<file path="src/hw/rtl/ledfx_pkg.sv">
// Shared types, constants and remainder tables for the LED effect frame generator.
package ledfx_pkg;

  // Effect selector carried on the input tuser
  typedef enum logic [1:0] {
    ModeOff     = 2'd0,
    ModeRainbow = 2'd1,
    ModeBreath  = 2'd2,
    ModeStrobe  = 2'd3
  } effect_mode_e;

  // Configuration register indexes
  localparam int unsigned CfgIdxW  = 3;
  localparam int unsigned CfgDataW = 16;

  typedef enum logic [CfgIdxW-1:0] {
    CfgGain         = 3'd0,
    CfgRainbowIntvl = 3'd1,
    CfgBreathIntvl  = 3'd2,
    CfgStrobeIntvl  = 3'd3,
    CfgHueInc       = 3'd4
  } cfg_index_e;

  // Field widths
  localparam int unsigned TimeW  = 32;
  localparam int unsigned IntvlW = 16;
  localparam int unsigned GainW  = 4;
  localparam int unsigned PwmW   = 12;
  localparam int unsigned StepW  = 16;
  localparam int unsigned WordW  = 16;

  typedef logic [PwmW-1:0]  pwm_t;
  typedef logic [WordW-1:0] word_t;

  // Register reset values
  localparam logic [GainW-1:0]  GainRst         = 4'd15;
  localparam logic [IntvlW-1:0] RainbowIntvlRst = 16'd10;
  localparam logic [IntvlW-1:0] BreathIntvlRst  = 16'd5;
  localparam logic [IntvlW-1:0] StrobeIntvlRst  = 16'd80;
  localparam logic [PwmW-1:0]   HueIncRst       = 12'd10;

  // Colour wheel
  localparam pwm_t WheelMod  = 12'd4095;
  localparam pwm_t WheelSeg1 = 12'd1365;
  localparam pwm_t WheelSeg2 = 12'd2730;
  localparam pwm_t PwmFull   = 12'hFFF;

  // Breathing triangle: period 2000 ms, half period 1000 ms
  localparam int unsigned BreathPeriod = 2000;
  localparam int unsigned PhaseW       = 11;
  localparam int unsigned DistW        = 10;
  localparam int unsigned RemSumW      = 13;
  localparam logic [PhaseW-1:0]  BreathHalf = 11'd1000;
  localparam logic [RemSumW-1:0] Period1 = 13'd2000;
  localparam logic [RemSumW-1:0] Period2 = 13'd4000;
  localparam logic [RemSumW-1:0] Period3 = 13'd6000;

  // floor(dist * 95 / 1000) = (dist * 19 * ceil(2^24 / 200)) >> 24, exact for dist <= 1000
  localparam int unsigned         BreathRecipW = 21;
  localparam int unsigned         BreathShift  = 24;
  localparam int unsigned         BreathProdW  = DistW + BreathRecipW;
  localparam logic [BreathRecipW-1:0] BreathRecip = 21'd1593853;

  // Remainder modulo the breathing period of one byte at a given bit position
  typedef logic [PhaseW-1:0]         rem_t;
  typedef logic [255:0][PhaseW-1:0]  rem_tab_t;

  function automatic rem_tab_t build_rem_tab(input int unsigned shift);
    rem_tab_t        tab;
    longint unsigned v;
    for (int i = 0; i < 256; i++) begin
      v      = longint'(i) << shift;
      tab[i] = rem_t'(v % BreathPeriod);
    end
    return tab;
  endfunction

  localparam rem_tab_t RemTabB1 = build_rem_tab(8);
  localparam rem_tab_t RemTabB2 = build_rem_tab(16);
  localparam rem_tab_t RemTabB3 = build_rem_tab(24);

endpackage

</file>
<file path="src/hw/rtl/rgb_led_effect_frame_generator_top.sv">
// Top level of the RGB LED effect frame generator: timestamp and mode in, RGB frame out.
//
// Each input transaction passes from the input register through the effect logic into the
//   output register, which holds its frame where it produces one.
// Throughput: one input transaction per cycle while the sink does not stall the output;
//   a single pass through the effect logic between the two registers sets that figure.
// Items whose interval has not elapsed produce no frame and need no output space.
// Reset (rst_ni low, asynchronous) empties both registers, restores the register
//   defaults and clears the last-update timestamp and the shared step counter.
module rgb_led_effect_frame_generator_top
  import ledfx_pkg::*;
(
  input  logic                clk_i,
  input  logic                rst_ni,

  // Input stream
  input  logic                s_axis_tvalid,
  output logic                s_axis_tready,
  input  logic [31:0]         s_axis_tdata,   // [31:0] now_ms
  input  logic [7:0]          s_axis_tuser,   // [1:0] effect_mode, rest zero

  // Output stream
  output logic                m_axis_tvalid,
  input  logic                m_axis_tready,
  output logic [47:0]         m_axis_tdata,   // [15:0] red_word, [31:16] green_word,
                                              // [47:32] blue_word

  // Configuration write channel
  input  logic                cfg_valid_i,
  output logic                cfg_ready_o,
  input  logic [CfgIdxW-1:0]  cfg_index_i,
  input  logic [CfgDataW-1:0] cfg_data_i
);

  // ---------------------------------------------------------------------------
  // Configuration registers: always ready, unknown indexes drop silently
  // ---------------------------------------------------------------------------
  logic [GainW-1:0]  gain_q;
  logic [IntvlW-1:0] rainbow_intvl_q;
  logic [IntvlW-1:0] breath_intvl_q;
  logic [IntvlW-1:0] strobe_intvl_q;
  pwm_t              hue_inc_q;

  assign cfg_ready_o = 1'b1;

  always_ff @(posedge clk_i or negedge rst_ni) begin
    if (!rst_ni) begin
      gain_q          <= GainRst;
      rainbow_intvl_q <= RainbowIntvlRst;
      breath_intvl_q  <= BreathIntvlRst;
      strobe_intvl_q  <= StrobeIntvlRst;
      hue_inc_q       <= HueIncRst;
    end else if (cfg_valid_i) begin
      case (cfg_index_e'(cfg_index_i))
        CfgGain:         gain_q          <= cfg_data_i[GainW-1:0];
        CfgRainbowIntvl: rainbow_intvl_q <= cfg_data_i[IntvlW-1:0];
        CfgBreathIntvl:  breath_intvl_q  <= cfg_data_i[IntvlW-1:0];
        CfgStrobeIntvl:  strobe_intvl_q  <= cfg_data_i[IntvlW-1:0];
        CfgHueInc:       hue_inc_q       <= cfg_data_i[PwmW-1:0];
        default: ;
      endcase
    end
  end

  // ---------------------------------------------------------------------------
  // Input register: holds one transaction until the effect logic consumes it
  // ---------------------------------------------------------------------------
  logic               in_valid_q;
  logic [TimeW-1:0]   in_now_q;
  effect_mode_e       in_mode_q;
  logic               in_fire;     // item leaves the input register this cycle
  logic               has_result;  // item produces a frame
  logic               out_free;

  assign s_axis_tready = !in_valid_q || in_fire;

  always_ff @(posedge clk_i or negedge rst_ni) begin
    if (!rst_ni) begin
      in_valid_q <= 1'b0;
    end else if (s_axis_tready) begin
      in_valid_q <= s_axis_tvalid;
    end
  end

  always_ff @(posedge clk_i) begin
    if (s_axis_tready && s_axis_tvalid) begin
      in_now_q  <= s_axis_tdata;
      in_mode_q <= effect_mode_e'(s_axis_tuser[1:0]);
    end
  end

  // ---------------------------------------------------------------------------
  // Effect state
  // ---------------------------------------------------------------------------
  logic [TimeW-1:0] last_update_q, last_update_d;
  logic [StepW-1:0] step_count_q,  step_count_d;

  // Wrapped time since the last update, compared strictly against the mode's interval
  logic [TimeW-1:0]  elapsed;
  logic [IntvlW-1:0] mode_intvl;
  logic              intvl_passed;

  assign elapsed = in_now_q - last_update_q;

  always_comb begin
    case (in_mode_q)
      ModeRainbow: mode_intvl = rainbow_intvl_q;
      ModeBreath:  mode_intvl = breath_intvl_q;
      ModeStrobe:  mode_intvl = strobe_intvl_q;
      default:     mode_intvl = '0;
    endcase
  end

  assign intvl_passed = elapsed > {{(TimeW-IntvlW){1'b0}}, mode_intvl};
  assign has_result   = (in_mode_q == ModeOff) || intvl_passed;

  // ---------------------------------------------------------------------------
  // Rainbow: wheel position advances modulo 4095 by folding the top bits back in
  // ---------------------------------------------------------------------------
  logic [StepW:0]  hue_sum;
  logic [PwmW:0]   hue_fold;
  pwm_t            wheel_pos;
  pwm_t            seg_off;
  pwm_t            ramp_up;
  pwm_t            ramp_down;
  pwm_t            rb_red, rb_green, rb_blue;

  assign hue_sum  = {1'b0, step_count_q} + {{(StepW+1-PwmW){1'b0}}, hue_inc_q};
  // 2^12 is congruent to 1 modulo 4095, so the high part adds to the low part
  assign hue_fold = {{(PwmW+1-(StepW+1-PwmW)){1'b0}}, hue_sum[StepW:PwmW]}
                  + {1'b0, hue_sum[PwmW-1:0]};
  assign wheel_pos = (hue_fold >= {1'b0, WheelMod}) ? pwm_t'(hue_fold - {1'b0, WheelMod})
                                                    : hue_fold[PwmW-1:0];

  always_comb begin
    if (wheel_pos < WheelSeg1) begin
      seg_off = wheel_pos;
    end else if (wheel_pos < WheelSeg2) begin
      seg_off = wheel_pos - WheelSeg1;
    end else begin
      seg_off = wheel_pos - WheelSeg2;
    end
  end

  // Offset stays below 1365, so three times it fits in twelve bits
  assign ramp_up   = {seg_off[PwmW-2:0], 1'b0} + seg_off;
  assign ramp_down = PwmFull - ramp_up;

  always_comb begin
    if (wheel_pos < WheelSeg1) begin
      rb_red = ramp_down; rb_green = ramp_up;   rb_blue = '0;
    end else if (wheel_pos < WheelSeg2) begin
      rb_red = '0;        rb_green = ramp_down; rb_blue = ramp_up;
    end else begin
      rb_red = ramp_up;   rb_green = '0;        rb_blue = ramp_down;
    end
  end

  // ---------------------------------------------------------------------------
  // Breathing: phase = now mod 2000 from per-byte remainder tables, then a
  // triangle scaled to full PWM by one constant multiplication
  // ---------------------------------------------------------------------------
  logic [RemSumW-1:0]     rem_sum;
  logic [PhaseW-1:0]      phase;
  logic [DistW-1:0]       tri_dist;
  logic [BreathProdW-1:0] breath_prod;
  pwm_t                   breath_pwm;

  assign rem_sum = {{(RemSumW-8){1'b0}}, in_now_q[7:0]}
                 + {{(RemSumW-PhaseW){1'b0}}, RemTabB1[in_now_q[15:8]]}
                 + {{(RemSumW-PhaseW){1'b0}}, RemTabB2[in_now_q[23:16]]}
                 + {{(RemSumW-PhaseW){1'b0}}, RemTabB3[in_now_q[31:24]]};

  always_comb begin
    if (rem_sum >= Period3) begin
      phase = PhaseW'(rem_sum - Period3);
    end else if (rem_sum >= Period2) begin
      phase = PhaseW'(rem_sum - Period2);
    end else if (rem_sum >= Period1) begin
      phase = PhaseW'(rem_sum - Period1);
    end else begin
      phase = rem_sum[PhaseW-1:0];
    end
  end

  assign tri_dist = (phase >= BreathHalf) ? DistW'(phase - BreathHalf)
                                          : DistW'(BreathHalf - phase);

  // tri_dist * 4095 / 1000 = 4 * tri_dist + floor(tri_dist * 95 / 1000)
  assign breath_prod = {{BreathRecipW{1'b0}}, tri_dist} * {{DistW{1'b0}}, BreathRecip};
  assign breath_pwm  = {tri_dist, 2'b00} + pwm_t'(breath_prod[BreathProdW-1:BreathShift]);

  // ---------------------------------------------------------------------------
  // Strobe: shared counter advances, even count red, odd count blue
  // ---------------------------------------------------------------------------
  logic [StepW-1:0] strobe_count;

  assign strobe_count = step_count_q + {{(StepW-1){1'b0}}, 1'b1};

  // ---------------------------------------------------------------------------
  // Frame selection and state update
  // ---------------------------------------------------------------------------
  pwm_t red_pwm, green_pwm, blue_pwm;

  always_comb begin
    last_update_d = last_update_q;
    step_count_d  = step_count_q;
    red_pwm       = '0;
    green_pwm     = '0;
    blue_pwm      = '0;
    case (in_mode_q)
      ModeRainbow: begin
        red_pwm   = rb_red;
        green_pwm = rb_green;
        blue_pwm  = rb_blue;
        if (in_fire && intvl_passed) begin
          last_update_d = in_now_q;
          step_count_d  = {{(StepW-PwmW){1'b0}}, wheel_pos};
        end
      end
      ModeBreath: begin
        green_pwm = breath_pwm;
        if (in_fire && intvl_passed) begin
          last_update_d = in_now_q;
        end
      end
      ModeStrobe: begin
        if (strobe_count[0]) begin
          blue_pwm = PwmFull;
        end else begin
          red_pwm  = PwmFull;
        end
        if (in_fire && intvl_passed) begin
          last_update_d = in_now_q;
          step_count_d  = strobe_count;
        end
      end
      default: ;  // off frame, state untouched
    endcase
  end

  always_ff @(posedge clk_i or negedge rst_ni) begin
    if (!rst_ni) begin
      last_update_q <= '0;
      step_count_q  <= '0;
    end else begin
      last_update_q <= last_update_d;
      step_count_q  <= step_count_d;
    end
  end

  // ---------------------------------------------------------------------------
  // Output register: advance when empty or when the sink takes the frame
  // ---------------------------------------------------------------------------
  logic        out_valid_q;
  logic [47:0] out_data_q;

  assign out_free = !out_valid_q || m_axis_tready;
  assign in_fire  = in_valid_q && (!has_result || out_free);

  always_ff @(posedge clk_i or negedge rst_ni) begin
    if (!rst_ni) begin
      out_valid_q <= 1'b0;
    end else if (out_free) begin
      out_valid_q <= in_fire && has_result;
    end
  end

  always_ff @(posedge clk_i) begin
    if (in_fire && has_result) begin
      out_data_q <= {gain_q, blue_pwm, gain_q, green_pwm, gain_q, red_pwm};
    end
  end

  assign m_axis_tvalid = out_valid_q;
  assign m_axis_tdata  = out_data_q;

  // ---------------------------------------------------------------------------
  // Assertions
  // ---------------------------------------------------------------------------
  a_frame_follows: assert property (@(posedge clk_i) disable iff (!rst_ni)
    in_fire && has_result |=> out_valid_q)
    else $error("frame not presented after consuming an item");

  a_wheel_in_range: assert property (@(posedge clk_i) disable iff (!rst_ni)
    in_fire && in_mode_q == ModeRainbow && intvl_passed
      |=> step_count_q < {{(StepW-PwmW){1'b0}}, WheelMod})
    else $error("wheel position escaped its modulus");

  a_timestamp_recorded: assert property (@(posedge clk_i) disable iff (!rst_ni)
    in_fire && in_mode_q != ModeOff && intvl_passed |=> last_update_q == $past(in_now_q))
    else $error("last update timestamp not recorded");

  a_state_quiet: assert property (@(posedge clk_i) disable iff (!rst_ni)
    !in_fire |=> $stable(step_count_q) && $stable(last_update_q))
    else $error("effect state changed without a consumed item");

  a_no_overwrite: assert property (@(posedge clk_i) disable iff (!rst_ni)
    out_valid_q && !m_axis_tready |=> out_valid_q && $stable(out_data_q))
    else $error("pending frame overwritten");

endmodule

</file>
<file path="config.mk">
export PLATFORM = sky130hd
export DESIGN_NAME = rgb_led_effect_frame_generator_top
export DESIGN_NICKNAME = d
export VERILOG_FILES = /design/src/hw/rtl/ledfx_pkg.sv /design/src/hw/rtl/rgb_led_effect_frame_generator_top.sv
export SDC_FILE = /design/constraint.sdc
export NUM_CORES = 1
export LEC_CHECK = 0
export ABC_AREA = 1
export BUFFER_PORTS_ARGS = -buffer_cell sky130_fd_sc_hd__buf_2
export CAP_MARGIN = 20
export CORE_MARGIN = 1
export CORE_UTILIZATION = 45
export CTS_CLUSTER_DIAMETER = 40
export DETAILED_ROUTE_END_ITERATION = 10
export PLACE_DENSITY = 0.7
export SETUP_SLACK_MARGIN = 0.3
export SLEW_MARGIN = 20
export SYNTH_ARGS = -nofsm -noshare
export SYNTH_HDL_FRONTEND = slang
export SYNTH_SLANG_ARGS = --single-unit
</file>
<file path="constraint.sdc">
create_clock -name clk_i -period 27.7 [get_ports clk_i]
set_clock_uncertainty 0.05 [all_clocks]
set_input_delay 2.77 -clock clk_i [delete_from_list [all_inputs] [get_ports clk_i]]
set_output_delay 2.77 -clock clk_i [all_outputs]
set_load 0.1 [all_outputs]
</file>
==> insert_results.sql, run 1 <==
INSERT INTO impl_metrics (metric_group, metric, value, unit) VALUES
('outcome', 'status', 'finished, final reports clean', ''),
('logic_synthesis', 'yosys_warnings', '0', ''),
('routing', 'drtPass1Iterations', '6', ''),
('logic_synthesis', 'synth_top_family_by_area', 'simple AND/OR/NAND/NOR gates', ''),
('timing', 'layout_worst_path_cycle_share', '0.444', ''),
('clocking', 'cts_tree', 'yes', ''),
('critical_path', 'critPathMostFrequentCell', 'sky130_fd_sc_hd__nand2_1', ''),
('timing', 'grt_setup_unrepaired', 'false', ''),
('global_route', 'grt_pass1_wl', '116000', 'um'),
('cells_and_area', 'stdcell_area', '0.0275', 'mm^2'),
('global_route', 'antenna_found_initial', '5', ''),
('timing', 'max_freq', '81.3', 'MHz'),
('cells_and_area', 'most_common_cell_after_layout_fill_and_taps_aside', 'sky130_fd_sc_hd__nand2_1', ''),
('critical_path', 'timing.critical_path.arrival', '12510', 'ps'),
('clocking', 'post-cts-setup-buffers', '0', ''),
('cells_and_area', 'drive_above_1_share', '0.0827', ''),
('timing', 'final-max-slew-violation-count', '0', ''),
('routing', 'post_drt_via_cell_ratio', '5.44', ''),
('placement', 'io_buf_count', '107', ''),
('logic_synthesis', 'synth_simple_gate_area_share', '0.346', ''),
('floorplan', 'io_pins', '115', ''),
('cells_and_area', 'syn_to_final_growth', '8.42', '%'),
('cells_and_area', 'layout_common_cells', 'sky130_fd_sc_hd__nand2_1, sky130_fd_sc_hd__nand3_1, sky130_fd_sc_hd__inv_1', ''),
('clocking', 'clkLatencyLatePin', '530', 'ps'),
('timing', 'post-route-worst-setup-slack', '15400', 'ps'),
('global_route', 'grt.overflow.total', '0', ''),
('cells_and_area', 'final_cell_count_no_fill', '4645', ''),
('routing', 'drt_drc', '0', ''),
('clocking', 'cts.repair.resized', '0', ''),
('clocking', 'ctsHtreeMaxLevel', '2', ''),
('timing', 'final_hold_viol_count', '0', ''),
('clocking', 'clkTransAtPathRegs', '50', 'ps'),
('global_route', 'via_count_of_the_first_global_routing_pass', '23000', ''),
('logic_synthesis', 'ys_ff_latch', '209', ''),
('clocking', 'cts-hold-fix-buffers', '0', ''),
('logic_synthesis', 'synthAdderAreaFrac', '0.186', ''),
('placement', 'gp_routability_congestion', '0.941', ''),
('critical_path', 'timing.critical_path.from_type', 'flop', ''),
('critical_path', 'cp_max_fo', '12', ''),
('critical_path', 'timing.critical_path.required', '27910', 'ps'),
('logic_synthesis', 'synth.avg_cell_area', '6.61', 'um^2'),
('logic_synthesis', 'synth_top_cell_area_share', '0.183', ''),
('timing', 'slew_headroom', '0.269', ''),
('timing', 'fin_setup_tns', '0', 'ps'),
('run', 'cap_viol_max_count', '0', ''),
('logic_synthesis', 'yosysTopAreaCell', 'sky130_fd_sc_hd__nand2_1', ''),
('timing', 'layout_min_cycle_time', '12300', 'ps'),
('logic_synthesis', 'synth_sequential_area_ratio', '0.217', ''),
('clocking', 'numCtsBuffers', '35', ''),
('routing', 'drt_iter0_markers', '2498', ''),
('clocking', 'clock_tree.buffer_depth', '3', ''),
('cells_and_area', 'final_net_count', '4271', ''),
('clocking', 'cts_root_buffer', 'sky130_fd_sc_hd__clkbuf_16', ''),
('placement', 'numPlacedInstances', '4578', ''),
('floorplan', 'row_count', '86', ''),
('floorplan', 'dieWidth', '239', 'um'),
('critical_path', 'critical_path.slowest_cell', 'sky130_fd_sc_hd__xnor2_1', ''),
('routing', 'detail_route.wirelength', '71700', 'um'),
('logic_synthesis', 'postSynthNetCount', '4243', ''),
('logic_synthesis', 'netlist_instances', '3839', ''),
('global_route', 'grt_max_degree', '67', ''),
('routing', 'via_count', '25300', ''),
('logic_synthesis', 'synth_mux_area_frac', '0.000444', ''),
('global_route', 'grt_use_total', '0.248', ''),
('logic_synthesis', 'synthTopCellsByArea', 'sky130_fd_sc_hd__nand2_1, sky130_fd_sc_hd__ha_1, sky130_fd_sc_hd__dfrtp_1, sky130_fd_sc_hd__nand3_1, sky130_fd_sc_hd__edfxtp_1', ''),
('routing', 'route.detailed.wl_per_inst', '15.4', 'um'),
('placement', 'detailedPlace.worstSlack', '15460', 'ps'),
('timing', 'tightestPinTransition', '1090', 'ps'),
('logic_synthesis', 'synth_cell_types', '66', ''),
('floorplan', 'starting_density_of_the_core', '0.458', ''),
('critical_path', 'max_stage_delay', '610', 'ps');
-- metrics by stage --
step / hold slack [ps] / utilization
after detailed placement: 423 / 0.475
final: 436 / 0.496
after global routing: 448 / 0.496
after floorplan: 403 / -
after global placement: 415 / 0.475
after CTS: 436 / 0.496
-- path summary, 6_finish.rpt --
check,startpoint,to,slack (ps),depth (start not counted)
worst max-delay path,in_now_q[5],m_axis_tdata[26],15400,59
worst min-delay path,rainbow_intvl_q[13],rainbow_intvl_q[13],440,2
worst max register to register,in_now_q[5],m_axis_tdata[26],15400,59
worst min register to register,rainbow_intvl_q[13],rainbow_intvl_q[13],440,2
max in group asynchronous,rst_ni,last_update_q[30],24070,2
min in group asynchronous,rst_ni,hue_inc_q[10],2230,1
-- cells in the mapped netlist, drive strengths merged --
cell and instances:
inv 481, nor4 8, and2 5, nor3 21, xor2 67, a22oi 1, conb 1, dfxtp 21
edfxtp 74, a31oi 13, nand3b 20, fa 62, ha 278, nand3 485, o2111ai 2, dfstp 12
o211ai 42, a221oi 4, xnor2 23, clkbuf 55, a31o 1, dfrtp 102, buf 76, a21boi 5
mux2 1, or2 8, clkinv 2, o221ai 3, a21oi 170, a211oi 3, or3 1, o21ai 248
nand4 37, nor2 197, o21a 4, a311oi 1, o311ai 3, nand2 1273, o21bai 13, o22ai 7
a21o 8, o31ai 1
-- final cells by class --
type | instances | area, um^2
fillers | 5628 | 27900
multi-input cells | 3016 | 17400
flip-flops and latches | 209 | 5510
inverters | 483 | 1810
clock buffers | 40 | 936
well taps | 748 | 936
repair buffers | 122 | 651
clock inverters | 24 | 244
diodes | 3 | 7.51
-- cell families after synthesis --
group                      count (synthesis)
buffers and inverters                    614
AOI/OAI and AO/OA                        529
muxes                                      1
DFF                                      209
xor gates and xnor gates                  90
other                                      1
adders and majority gates                340
and+or+nand+nor                         2055
-- worst max-delay path: cells and delay by family, from the launching register on --
family | cells | cell delay, ps
flip-flops | 1 | 430
adder cells (fa/ha/maj) | 13 | 5040
buffers and inverters | 11 | 1150
AND/OR/NAND/NOR | 22 | 2320
AO/OA/AOI/OAI | 10 | 1940
XOR/XNOR | 3 | 1090
-- metal layers --
metal / global-route usage / share of wire / vias to the layer above
li1: - / - / 12600
met1: 0.340 / 0.45 / 11500
met2: 0.401 / 0.46 / 976
met3: 0.0309 / 0.071 / 147
met4: 0.0822 / 0.027 / 6
met5: 0 / 0.00052 / -
Power of run 1 is left out: the tool's default activity adds up to more than one toggle a clock period on the data nets, which glitch-free logic cannot reach.
==> run 2, diff against run 1 <==
Settings changed: PLACE_DENSITY 0.7 to 0.73.
Clock period 27.7 ns to 11.2 ns, I/O delays scaled along.
==> run 2 against run 1 <==
  * Worst setup slack lost 15000 ps
  * Fmax grew 18%
  * Via count grew 0.78%
  * Sequential share of layout area shrank 0.21 points
  * Critical path depth shrank 3
  * Non-clock buffer count grew 29
  * Final cell count grew 0.52%
==> insert_results.sql, run 2 (synthesis results as in run 1) <==
INSERT INTO impl_metrics (metric_group, metric, value, unit) VALUES
('floorplan', 'fp.dieArea', '0.0573', 'mm^2'),
('timing', 'final-max-slew-violation-count', '0', ''),
('cells_and_area', 'drive_above_1_share', '0.0986', ''),
('timing', 'final_hold_viol_count', '0', ''),
('floorplan', 'starting_density_of_the_core', '0.458', ''),
('clocking', 'cts_root_buffer', 'sky130_fd_sc_hd__clkbuf_16', ''),
('floorplan', 'row_count', '86', ''),
('critical_path', 'crit_type', 'reg -> reg', ''),
('clocking', 'tritoncts_num_sinks', '209', ''),
('timing', 'max_freq', '95.9', 'MHz'),
('cells_and_area', 'finalCoreUtilization', '0.502', ''),
('timing', 'post-route-worst-setup-slack', '775', 'ps'),
('timing', 'finalSetupViolations', '0', ''),
('clocking', 'clkTransAtPathRegs', '60', 'ps'),
('timing', 'slew_headroom', '0.249', ''),
('routing', 'route.detailed.wl_per_inst', '15.4', 'um'),
('placement', 'io_buf_count', '107', ''),
('critical_path', 'timing.critical_path.from_type', 'flop', ''),
('floorplan', 'die_y', '239', 'um'),
('critical_path', 'critical_path.slowest_cell', 'sky130_fd_sc_hd__fa_1', ''),
('clocking', 'numCtsBuffers', '31', ''),
('clocking', 'clkLatencyLatePin', '570', 'ps'),
('routing', 'antenna_left', '0', ''),
('floorplan', 'fp.coreArea', '0.0554', 'mm^2'),
('global_route', 'grt_max_degree', '74', ''),
('critical_path', 'critPathMostFrequentCell', 'sky130_fd_sc_hd__nand2_1', ''),
('global_route', 'grt.overflow.total', '0', ''),
('placement', 'gp_routability_congestion', '0.958', ''),
('timing', 'layout_worst_path_cycle_share', '0.931', ''),
('clocking', 'ctsHtreeMaxLevel', '1', ''),
('placement', 'dpl-instance-area', '0.0264', 'mm^2'),
('floorplan', 'dieWidth', '239', 'um'),
('critical_path', 'nature_of_the_critical_path_endpoint', 'flop', ''),
('placement', 'detailedPlace.worstSlack', '178', 'ps'),
('cells_and_area', 'layout_common_cells', 'sky130_fd_sc_hd__nand2_1, sky130_fd_sc_hd__nand3_1, sky130_fd_sc_hd__inv_1', ''),
('critical_path', 'cp_max_fo', '8', ''),
('timing', 'grt_setup_unrepaired', 'false', ''),
('clocking', 'clock_tree.buffer_depth', '3', ''),
('critical_path', 'r2r_slack', '770', 'ps'),
('cells_and_area', 'final_net_count', '4296', ''),
('critical_path', 'timing.critical_path.arrival', '10680', 'ps'),
('min_path', 'timing.hold.worst.class', 'reg -> reg', ''),
('critical_path', 'max_stage_delay', '570', 'ps'),
('floorplan', 'io_pins', '115', ''),
('routing', 'drt_drc', '0', ''),
('timing', 'layout_min_cycle_time', '10430', 'ps'),
('placement', 'place.detailed.hpwl', '53400', 'um'),
('critical_path', 'timing.critical_path.required', '11450', 'ps'),
('routing', 'drt_iter0_markers', '2428', ''),
('routing', 'post_drt_via_cell_ratio', '5.45', ''),
('timing', 'tightestPinTransition', '1120', 'ps'),
('global_route', 'grt_pass1_wl', '116000', 'um'),
('routing', 'detail_route.wirelength', '71900', 'um'),
('run', 'cap_viol_max_count', '0', ''),
('outcome', 'status', 'finished, final reports clean', ''),
('global_route', 'grt_use_total', '0.244', ''),
('cells_and_area', 'stdcell_area', '0.0278', 'mm^2'),
('global_route', 'via_count_of_the_first_global_routing_pass', '23200', ''),
('cells_and_area', 'most_common_cell_after_layout_fill_and_taps_aside', 'sky130_fd_sc_hd__nand2_1', ''),
('timing', 'fin_setup_tns', '0', 'ps'),
('clocking', 'cts_tree', 'yes', ''),
('routing', 'via_count', '25500', ''),
('global_route', 'antenna_found_initial', '7', ''),
('routing', 'drtPass1Iterations', '5', ''),
('cells_and_area', 'syn_to_final_growth', '9.57', '%');
## run 2: changes by cell type in the layout (fill, tap and decap cells not counted), moves of 4 or more
cell                         delta
sky130_fd_sc_hd__ha_1           -8
sky130_fd_sc_hd__clkbuf_16      -4
sky130_fd_sc_hd__inv_1          -5
sky130_fd_sc_hd__clkinvlp_4     -5
sky130_fd_sc_hd__inv_2          +5
sky130_fd_sc_hd__o21ai_0        -6
sky130_fd_sc_hd__nand2_2        +9
sky130_fd_sc_hd__a21oi_2        +7
sky130_fd_sc_hd__nand2_1       -10
sky130_fd_sc_hd__a21oi_1        -7
sky130_fd_sc_hd__ha_4           +5
sky130_fd_sc_hd__buf_4         +29
sky130_fd_sc_hd__o21ai_2        +4
## run 2: worst max-delay path: cells and delay by family, from the launching register on
family / cells / cell delay, ps
adders and majority gates: 13 / 4840
DFF: 1 / 360
and+or+nand+nor: 17 / 1540
buffers and inverters: 10 / 720
AOI/OAI and AO/OA: 12 / 1910
xor gates and xnor gates: 4 / 700
## run 2: worst paths after layout
kind | startpoint | endpoint | depth (start not counted)
hold / removal | rainbow_intvl_q[11] | rainbow_intvl_q[11] | 2
max in group asynchronous | rst_ni | last_update_q[26] | 2
setup reg to reg | in_now_q[5] | m_axis_tdata[26] | 56
setup / recovery | in_now_q[5] | m_axis_tdata[26] | 56
hold reg to reg | rainbow_intvl_q[11] | rainbow_intvl_q[11] | 2
min in group asynchronous | rst_ni | step_count_q[15] | 1
## run 2: final cells by class
| class | instances | area [um^2] |
|---|---|---|
| Fill cell | 5512 | 27600 |
| Multi-Input combinational cell | 3016 | 17600 |
| Sequential cell | 209 | 5510 |
| Inverter | 483 | 1820 |
| Tap cell | 748 | 936 |
| Timing Repair Buffer | 151 | 868 |
| Clock buffer | 36 | 826 |
| Clock inverter | 21 | 211 |
| Antenna cell | 5 | 12.5 |
## run 2: what timing repair did
action / CTS / global route
pin swaps: 0 / 25
buffers inserted: 1 / 11
gates resized for setup: 4 / 56
hold buffers: 0 / 0
setup endpoints to repair: 4 / 9
## run 2: layer usage
metal / part of all wire / GRT usage / wire [um] / up-vias
met3: 0.075 / 0.0347 / 5380 / 155
met1: 0.44 / 0.328 / 31400 / 11600
met2: 0.46 / 0.401 / 33100 / 1018
met4: 0.029 / 0.0794 / 2050 / 4
li1: - / - / - / 12700
met5: 0.00032 / 0 / 23 / -
## run 2: metrics by stage
stage / hold WS (ps) / std cells
6_report: 433 / 4669
5_1_grt: 452 / 4666
4_1_cts: 437 / 4653
3_5_place_dp: 423 / 4595
3_3_place_gp: 415 / 4595
2_1_floorplan: 403 / 3839
Power of run 2 is left out for the same reason.
